<file path="config.mk">
export PLATFORM = sky130hd
export DESIGN_NAME = spwu_ctrl
export DESIGN_NICKNAME = d
export VERILOG_FILES = /design/src/design/spwu_pkg.sv /design/src/design/spwu_ctrl.sv
export SDC_FILE = /design/constraint.sdc
export NUM_CORES = 1
export LEC_CHECK = 0
export ABC_AREA = 1
export ABC_CLOCK_PERIOD_IN_PS = 2400
export BUFFER_PORTS_ARGS = -buffer_cell sky130_fd_sc_hd__buf_2
export CAP_MARGIN = 0
export CORE_ASPECT_RATIO = 1.75
export CORE_MARGIN = 2
export CORE_UTILIZATION = 52
export DETAILED_ROUTE_END_ITERATION = 8
export GPL_TIMING_DRIVEN = 0
export PLACE_DENSITY = 0.8
export SLEW_MARGIN = 0
export SYNTH_ARGS = -nofsm -noshare
export SYNTH_HDL_FRONTEND = slang
export SYNTH_SLANG_ARGS = --single-unit
export TNS_END_PERCENT = 30
</file>
<file path="constraint.sdc">
create_clock -name clk -period 2.4 [get_ports clk]
set_clock_uncertainty 0.15 [all_clocks]
set_input_delay 0.48 -clock clk [delete_from_list [all_inputs] [get_ports clk]]
set_output_delay 0.48 -clock clk [all_outputs]
set_load 0.01 [all_outputs]
</file>
<file path="src/design/spwu_pkg.sv">
`timescale 1ns / 1ps
// ----------------------------------------------------------------------------
// spwu_pkg
// Shared codes, types and fixed-point helpers for the pricing weight update.
// ----------------------------------------------------------------------------
package spwu_pkg;

  localparam int MAX_VARS_DEF  = 4096;
  localparam int MAX_ROWS_DEF  = 4096;
  localparam int FRAC_BITS_DEF = 40;

  localparam logic [2:0] REQ_LOAD_W   = 3'd0;
  localparam logic [2:0] REQ_LOAD_RHO = 3'd1;
  localparam logic [2:0] REQ_PIVOT    = 3'd2;
  localparam logic [2:0] REQ_ENTRY    = 3'd3;
  localparam logic [2:0] REQ_READ_W   = 3'd4;

  localparam logic [1:0] ST_DONE = 2'd0;
  localparam logic [1:0] ST_ACC  = 2'd1;
  localparam logic [1:0] ST_SKIP = 2'd2;

  localparam logic [1:0] MODE_SE = 2'd0;

  localparam logic CFG_STRATEGY = 1'b0;
  localparam logic CFG_COUNT    = 1'b1;

  localparam logic signed [63:0] SMAX = 64'sh7FFF_FFFF_FFFF_FFFF;
  localparam logic signed [63:0] SMIN = 64'sh8000_0000_0000_0000;

  typedef enum logic [2:0] {
    AOP_RHO, AOP_R, AOP_R2, AOP_DSE, AOP_DECAY, AOP_INV, AOP_LW1, AOP_LW2
  } aop_t;

  typedef enum logic [1:0] {OSEL_ZERO, OSEL_DATA, OSEL_WRD, OSEL_NEW} osel_t;

  typedef enum logic [1:0] {WSEL_LOAD, WSEL_LEAVE, WSEL_UPD} wsel_t;

  typedef struct packed {
    logic       take;
    logic       w_rd;
    logic       r_rd;
    logic       w_wr;
    wsel_t      wsel;
    logic       r_wr;
    logic       gq_load;
    logic       pivot_set;
    logic       pivot_clr;
    logic       tau_clr;
    logic       a_start;
    aop_t       aop;
    logic       out_load;
    osel_t      osel;
    logic [1:0] ost;
  } spwu_cmd_t;

  typedef struct packed {
    logic [2:0] req;
    logic       var_ok;
    logic       row_ok;
    logic       piv_ok;
    logic       leave_lim;
    logic       act;
    logic       last;
    logic       upd_ok;
    logic       mode0;
    logic       a_done;
    logic       out_free;
  } spwu_stat_t;

  function automatic logic signed [63:0] sat_add(input logic signed [63:0] a,
                                                 input logic signed [63:0] b);
    logic signed [63:0] s;
    s = a + b;
    if (a[63] == b[63] && s[63] != a[63]) begin
      return a[63] ? SMIN : SMAX;
    end
    return s;
  endfunction

  function automatic logic [63:0] mag(input logic signed [63:0] a);
    return a[63] ? (64'd0 - a) : a;
  endfunction

  function automatic logic signed [63:0] signed_sat(input logic neg, input logic [63:0] m,
                                                    input logic over);
    if (neg) begin
      return (over || m[63]) ? SMIN : -$signed(m);
    end
    return (over || m[63]) ? SMAX : $signed(m);
  endfunction

endpackage

</file>
<file path="src/design/spwu_ctrl.sv">
`timescale 1ns / 1ps
// ----------------------------------------------------------------------------
// spwu_ctrl
// Controller: decodes each item and sequences memory access, the arithmetic
// unit and the result transfer.
// ----------------------------------------------------------------------------
module spwu_ctrl
  import spwu_pkg::*;
(
  input  logic       clk,
  input  logic       rst,
  input  logic       in_valid,
  output logic       in_stall,
  input  spwu_stat_t stat,
  output spwu_cmd_t  cmd
);

  typedef enum logic [9:0] {
    S_IDLE   = 10'b0000000001,
    S_DEC    = 10'b0000000010,
    S_PV_GQ  = 10'b0000000100,
    S_PV_FAC = 10'b0000001000,
    S_AGO    = 10'b0000010000,
    S_AWT    = 10'b0000100000,
    S_CHK    = 10'b0001000000,
    S_WLV    = 10'b0010000000,
    S_WUP    = 10'b0100000000,
    S_OUT    = 10'b1000000000
  } state_t;

  state_t     state, state_next;
  aop_t       aop, aop_next;
  osel_t      osel, osel_next;
  logic [1:0] ost, ost_next;

  always_comb begin
    state_next = state;
    aop_next   = aop;
    osel_next  = osel;
    ost_next   = ost;
    cmd        = '0;
    cmd.aop    = aop;
    cmd.osel   = osel;
    cmd.ost    = ost;
    cmd.wsel   = WSEL_LOAD;
    in_stall   = (state != S_IDLE);

    unique case (state)
      S_IDLE: begin
        if (in_valid) begin
          cmd.take   = 1'b1;
          state_next = S_DEC;
        end
      end
      S_DEC: begin
        osel_next  = OSEL_ZERO;
        ost_next   = ST_SKIP;
        state_next = S_OUT;
        case (stat.req)
          REQ_LOAD_W: begin
            if (stat.var_ok) begin
              cmd.w_wr  = 1'b1;
              osel_next = OSEL_DATA;
              ost_next  = ST_DONE;
            end
          end
          REQ_LOAD_RHO: begin
            if (stat.row_ok) begin
              cmd.r_wr = 1'b1;
              ost_next = ST_DONE;
            end
          end
          REQ_READ_W: begin
            if (stat.var_ok) begin
              cmd.w_rd  = 1'b1;
              osel_next = OSEL_WRD;
              ost_next  = ST_DONE;
            end
          end
          REQ_PIVOT: begin
            cmd.pivot_clr = 1'b1;
            if (stat.piv_ok) begin
              cmd.w_rd   = 1'b1;
              state_next = S_PV_GQ;
            end
          end
          REQ_ENTRY: begin
            if (stat.act) begin
              if (stat.row_ok) begin
                cmd.r_rd   = 1'b1;
                aop_next   = AOP_RHO;
                state_next = S_AGO;
              end else begin
                state_next = S_CHK;
              end
            end
          end
          default: ;
        endcase
      end
      S_PV_GQ: begin
        cmd.gq_load = 1'b1;
        state_next  = S_PV_FAC;
      end
      S_PV_FAC: begin
        cmd.pivot_set = 1'b1;
        aop_next      = AOP_INV;
        state_next    = S_AGO;
      end
      S_AGO: begin
        cmd.a_start = 1'b1;
        state_next  = S_AWT;
      end
      S_AWT: begin
        if (stat.a_done) begin
          state_next = S_AGO;
          case (aop)
            AOP_INV: begin
              if (stat.leave_lim) begin
                aop_next = AOP_LW1;
              end else begin
                osel_next  = OSEL_ZERO;
                ost_next   = ST_DONE;
                state_next = S_OUT;
              end
            end
            AOP_LW1: aop_next   = AOP_LW2;
            AOP_LW2: state_next = S_WLV;
            AOP_RHO: state_next = S_CHK;
            AOP_R:   aop_next   = AOP_R2;
            AOP_R2:  aop_next   = stat.mode0 ? AOP_DSE : AOP_DECAY;
            default: state_next = S_WUP;
          endcase
        end
      end
      S_CHK: begin
        osel_next  = OSEL_ZERO;
        state_next = S_OUT;
        if (!stat.last) begin
          ost_next = ST_ACC;
        end else if (stat.upd_ok) begin
          cmd.w_rd   = 1'b1;
          aop_next   = AOP_R;
          state_next = S_AGO;
        end else begin
          cmd.tau_clr = 1'b1;
          ost_next    = ST_SKIP;
        end
      end
      S_WLV: begin
        cmd.w_wr   = 1'b1;
        cmd.wsel   = WSEL_LEAVE;
        osel_next  = OSEL_NEW;
        ost_next   = ST_DONE;
        state_next = S_OUT;
      end
      S_WUP: begin
        cmd.w_wr   = 1'b1;
        cmd.wsel   = WSEL_UPD;
        osel_next  = OSEL_NEW;
        ost_next   = ST_DONE;
        state_next = S_OUT;
      end
      S_OUT: begin
        if (stat.out_free) begin
          cmd.out_load = 1'b1;
          state_next   = S_IDLE;
        end
      end
      default: state_next = S_IDLE;
    endcase
  end

  always_ff @(posedge clk) begin
    if (rst) begin
      state <= S_IDLE;
    end else begin
      state <= state_next;
    end
    aop  <= aop_next;
    osel <= osel_next;
    ost  <= ost_next;
  end

endmodule

</file>
# Yosys cells after proc, flatten, opt, wreduce, memory -nomap -nowiden
# Index checks and enable logic that the tools add are counted.
dict set report totals {
  register_bits 17
  inputBits 16
  output_inout_bits 21
  word_cells 110
}
dict set report classes {
  eq_ne 33
  n_mux 62
  reduce_logical 11
}
# cell n
set ops {}
lappend ops {{$pmux W10 S9} 1}
lappend ops {{$mux W10} 8}
lappend ops {{$pmux W10 S4} 1}
lappend ops {{$mux W1} 24}
lappend ops {{$mux W3} 8}
lappend ops {{$pmux W3 S4} 2}
lappend ops {{$pmux W10 S2} 1}
lappend ops {{$ne A2 B2 Y1 const B} 9}
lappend ops {{$mux W2} 8}
lappend ops {{$pmux W2 S4} 2}
lappend ops {{$eq A3 B3 Y1 const B} 4}
lappend ops {{$pmux W2 S2} 3}
lappend ops {{$eq A10 B1 Y1 const B} 1}
lappend ops {{$eq A10 B10 Y1 const B} 1}
lappend ops {{$eq A10 B2 Y1 const B} 1}
lappend ops {{$eq A10 B3 Y1 const B} 1}
lappend ops {{$eq A10 B4 Y1 const B} 1}
lappend ops {{$eq A10 B5 Y1 const B} 1}
lappend ops {{$eq A10 B6 Y1 const B} 1}
lappend ops {{$eq A10 B7 Y1 const B} 1}
lappend ops {{$eq A10 B8 Y1 const B} 1}
lappend ops {{$eq A10 B9 Y1 const B} 1}
lappend ops {{$ne A10 B1 Y1 const B} 1}
lappend ops {{$eq A3 B2 Y1 const B} 3}
lappend ops {{14 further kinds} 21}

# Longest topological paths before layout
dict set report depth {
  depth_word 5
  mapped_depth 11
  ltp_nobuf 11
}

# Worst setup path after synthesis
# No wires, ideal clock.
dict set report synth_timing {
  path_kind {flip-flop to output port}
  start {register state[4]}
  end {output port cmd[18] in the netlist's numbering}
  arrival_time_ps 1221
  required_ps 1770
  setup_slack_ps 549
  path_stages_with_launch 8
  n_path_buf 0
  path_cell_list {dfxtp_1 > nor2_4 > nand2_4 > nor2_4 > nand2_4 > nor4_4 > nand2_1 > o211ai_1}
}
# element line_no
set synth_lines {}
lappend synth_lines {{start: declaration} spwu_ctrl.sv:31} ;# state_t state, state_next;
lappend synth_lines {{start signal: assignment} spwu_ctrl.sv:178} ;# state <= state_next;
lappend synth_lines {{end: declaration} spwu_ctrl.sv:15} ;# output spwu_cmd_t cmd

==> insert_results.sql <==
INSERT INTO impl_metrics (metric_group, metric, value, unit) VALUES
('layout', 'leading_cell_type_in_the_layout_fill_and_taps_excluded', 'buf_2', ''),
('grt', 'grt_overflow', '0', ''),
('pwr', 'power_density', '741', 'mW/mm2'),
('logic_synthesis', 'syn-mean-instance-area', '7.35', 'um2'),
('pwr', 'share_clk_of_total_power', '18.5', '%'),
('logic_synthesis', 'synth_fp_nets', '195', ''),
('layout', 'finalNetCount', '235', ''),
('timing', 'finalWorstPathRequiredPeriod', '2250', 'ps'),
('logic_synthesis', 'synth-edff-count', '7', ''),
('layout', 'fillers', '232', ''),
('logic_synthesis', 'synth-seq-area-share', '31.2', '%'),
('layout', 'n_antenna_cell', '0', ''),
('cts', 'cts_hold_buf', '0', ''),
('die', 'placement_rows', '24', ''),
('die', 'design.portCount', '37', ''),
('status', 'status', 'finished, final reports clean', ''),
('layout', 'multi_input_area', '767', 'um2'),
('cts', 'cts_root_buffer', 'clkbuf_8', ''),
('cts', 'insertion_delay_to_the_later_sink_of_the_worst_skew_pair', '250', 'ps'),
('critical_path', 'setup.worst_path.class', 'register to primary output', ''),
('pwr', 'total_internal_power', '664', 'uW'),
('grt', 'antenna_violations_before_repair', '0', ''),
('cts', 'cts.repair.resized', '0', ''),
('critical_path', 'worst_ep_arrival_time', '1620', 'ps'),
('timing', 'maxClockFrequency', '444', 'MHz'),
('routing', 'drt-total-wl', '2880', 'um'),
('flow_run', 'drv.max_cap_violation_count', '0', ''),
('critical_path', 'worstSetupStartpointType', 'register', ''),
('layout', 'final-seq-area', '410', 'um2'),
('routing', 'post_drt_wl_per_cell', '11.8', 'um'),
('critical_path', 'worst-path-max-fanout', '9', ''),
('layout', 'layout-drive-gt1-share', '35.8', '%'),
('timing', 'holdWs', '375', 'ps'),
('die', 'die_height', '70.6', 'um'),
('timing', 'setup_tns', '0', 'ps'),
('placement', 'finalWeightedCongestion', '0.847', ''),
('timing', 'final-hold-violation-count', '0', ''),
('layout', 'p_r_area_growth_vs_syn', '19.4', '%'),
('routing', 'num_vias', '1246', ''),
('pwr', 'cellLeakagePower', '0.825', 'nW'),
('die', 'fp.dieArea', '0.00297', 'mm2'),
('critical_path', 'worst_setup_path_end_kind', 'primary output', ''),
('layout', 'most-common-layout-cells', 'buf_2, inv_1, nand2_1, nor2_1, nand3_1', ''),
('critical_path', 'worst-endpoint-required', '1770', 'ps'),
('pwr', 'ir_drop', '553', 'uV'),
('pwr', 'power', '1.16', 'mW'),
('routing', 'detail_route.vias_per_cell', '5.11', ''),
('logic_synthesis', 'ys_seq_elements', '17', ''),
('hold_path', 'hold_path_class', 'input pin to register', ''),
('routing', 'drt_iter0_drc', '26', ''),
('timing', 'post-route-period-util', '93.7', '%'),
('cts', 'tritoncts.num_buffers', '3', ''),
('pwr', 'sw_frac_of_total', '43.0', '%'),
('layout', 'fraction_of_the_core_area_covered_by_cells_at_the_end_of_the_flow', '63.8', '%'),
('logic_synthesis', 'ys_warn_count', '0', ''),
('cts', 'ctsHtreeMaxLevel', '1', ''),
('timing', 'grt_setup_unrepaired', 'false', ''),
('cts', 'cts_max_path_buffers', '2', ''),
('timing', 'worst_slew_margin_rel', '67.0', '%'),
('grt', 'grt_max_degree', '12', ''),
('pwr', 'fraction_of_power_consumed_by_combinational_cells', '48.0', '%'),
('grt', 'first_global_vias', '1198', ''),
('logic_synthesis', 'postSynth.asyncResetShare', '0', '%'),
('placement', 'placement.io_buffers', '35', ''),
('logic_synthesis', 'synthFlopType', 'dfxtp_1', ''),
('timing', 'final_max_slew_viol_count', '0', ''),
('logic_synthesis', 'yosys.cell_types.count', '30', ''),
('timing', 'final-setup-viol-count', '0', ''),
('logic_synthesis', 'netlist_instances', '179', ''),
('grt', 'grt_overall_usage', '21.5', '%'),
('cts', 'clk_pin_slew_worst_paths', '70', 'ps'),
('cts', 'cts_post_setup_buffers_inserted', '0', ''),
('die', 'die_w', '42.0', 'um'),
('timing', 'worst_pin_slew', '494', 'ps'),
('logic_synthesis', 'synthesis.area', '0.00132', 'mm2'),
('routing', 'antenna_left', '0', ''),
('routing', 'drcViolationCount', '0', ''),
('routing', 'drt_pass_1_iters', '6', ''),
('die', 'design.core.area', '0.00246', 'mm2'),
('pwr', 'switchingPower', '500', 'uW'),
('grt', 'grt_first_pass_wirelength', '5020', 'um'),
('placement', 'dpl.hpwl', '2520', 'um'),
('die', 'initial_utilization', '53.5', '%'),
('pwr', 'seqPwrFrac', '33.5', '%'),
('cts', 'tritoncts', 'built', ''),
('cts', 'clk_sink_count', '17', '');
cells by family (layout without fill, tap and decap cells):
group,count (synthesis),count (layout),share of synthesized area [%]
AOI/OAI and AO/OA,19,19,8.08
and+or+nand+nor,106,106,50.2
DFF,17,17,31.2
buffers and inverters,37,76,10.6
path summary, 6_finish.rpt:
path,cells after the start,slack (ps),start,endpoint
worst max-delay path,8,150,state[8],cmd[18]
worst min-delay path,3,370,stat[7],state[2]
worst max register to register,8,520,state[5],ost[0]
worst min register to register,2,410,state[0],state[0]
sequential cells by signal, summed over array words and instances, names as in the netlist:
signal	cells
state	10
aop	3
osel	2
ost	2
metal layers:
metal	vias up	share of wire, %	GRT usage, %
met5	-	0	0
met4	0	1.6	6.25
met3	4	2.8	3.06
met2	26	59	42.0
met1	573	36	23.1
li1	643	-	-
through the flow:
| stage | cell area (um2) | worst slack [ps] | instances |
|---|---|---|---|
| floorplan | 1320 | 549 | 179 |
| global placement | 1520 | 400 | 240 |
| detailed placement | 1520 | 406 | 240 |
| CTS | 1570 | 128 | 244 |
| global route | 1570 | 13.5 | 244 |
| finish | 1570 | 150 | 244 |
power groups by stage:
stage	sequential, mW	clock [mW]	combinational, mW
floorplan	0.397	0	0.431
global placement	0.393	0	0.557
detailed placement	0.396	0	0.567
CTS	0.390	0.217	0.569
global route	0.397	0.235	0.628
finish	0.389	0.215	0.559
cells in the mapped netlist (2+ instances only):
cell,count,area [um2]
nor2_2,6,37.5
nor2_4,9,101
edfxtp_1,7,210
inv_1,31,116
nand3_2,2,20.0
nand2_1,29,109
inv_2,5,18.8
nand2_4,7,78.8
nand2_2,2,12.5
a21oi_1,2,10.0
dfxtp_1,10,200
o21ai_1,4,20.0
o21ai_0,9,45.0
nor3_2,2,20.0
nand3_1,12,60.1
nor3_1,5,25.0
nor2_1,23,86.3
nand4_1,2,12.5
layout make-up:
| class | instances | area share, % |
|---|---|---|
| clock buffers | 3 | 2.63 |
| flip-flops and latches | 17 | 26.1 |
| multi-input cells | 125 | 48.8 |
| well taps | 26 | 2.07 |
| clock inverters | 1 | 0.398 |
| inverters | 36 | 8.60 |
| plain buffers | 1 | 0.239 |
| repair buffers | 35 | 11.1 |
worst max-delay path, cell delays in order (launching register included):
cell,delay [ps]
dfxtp_1,320
inv_1,100
nand2_1,120
nor2_4,180
nand2_4,120
nor4_4,160
nand2_1,110
o211ai_1,90
buf_2,150
(Power assumes the default switching activity.)
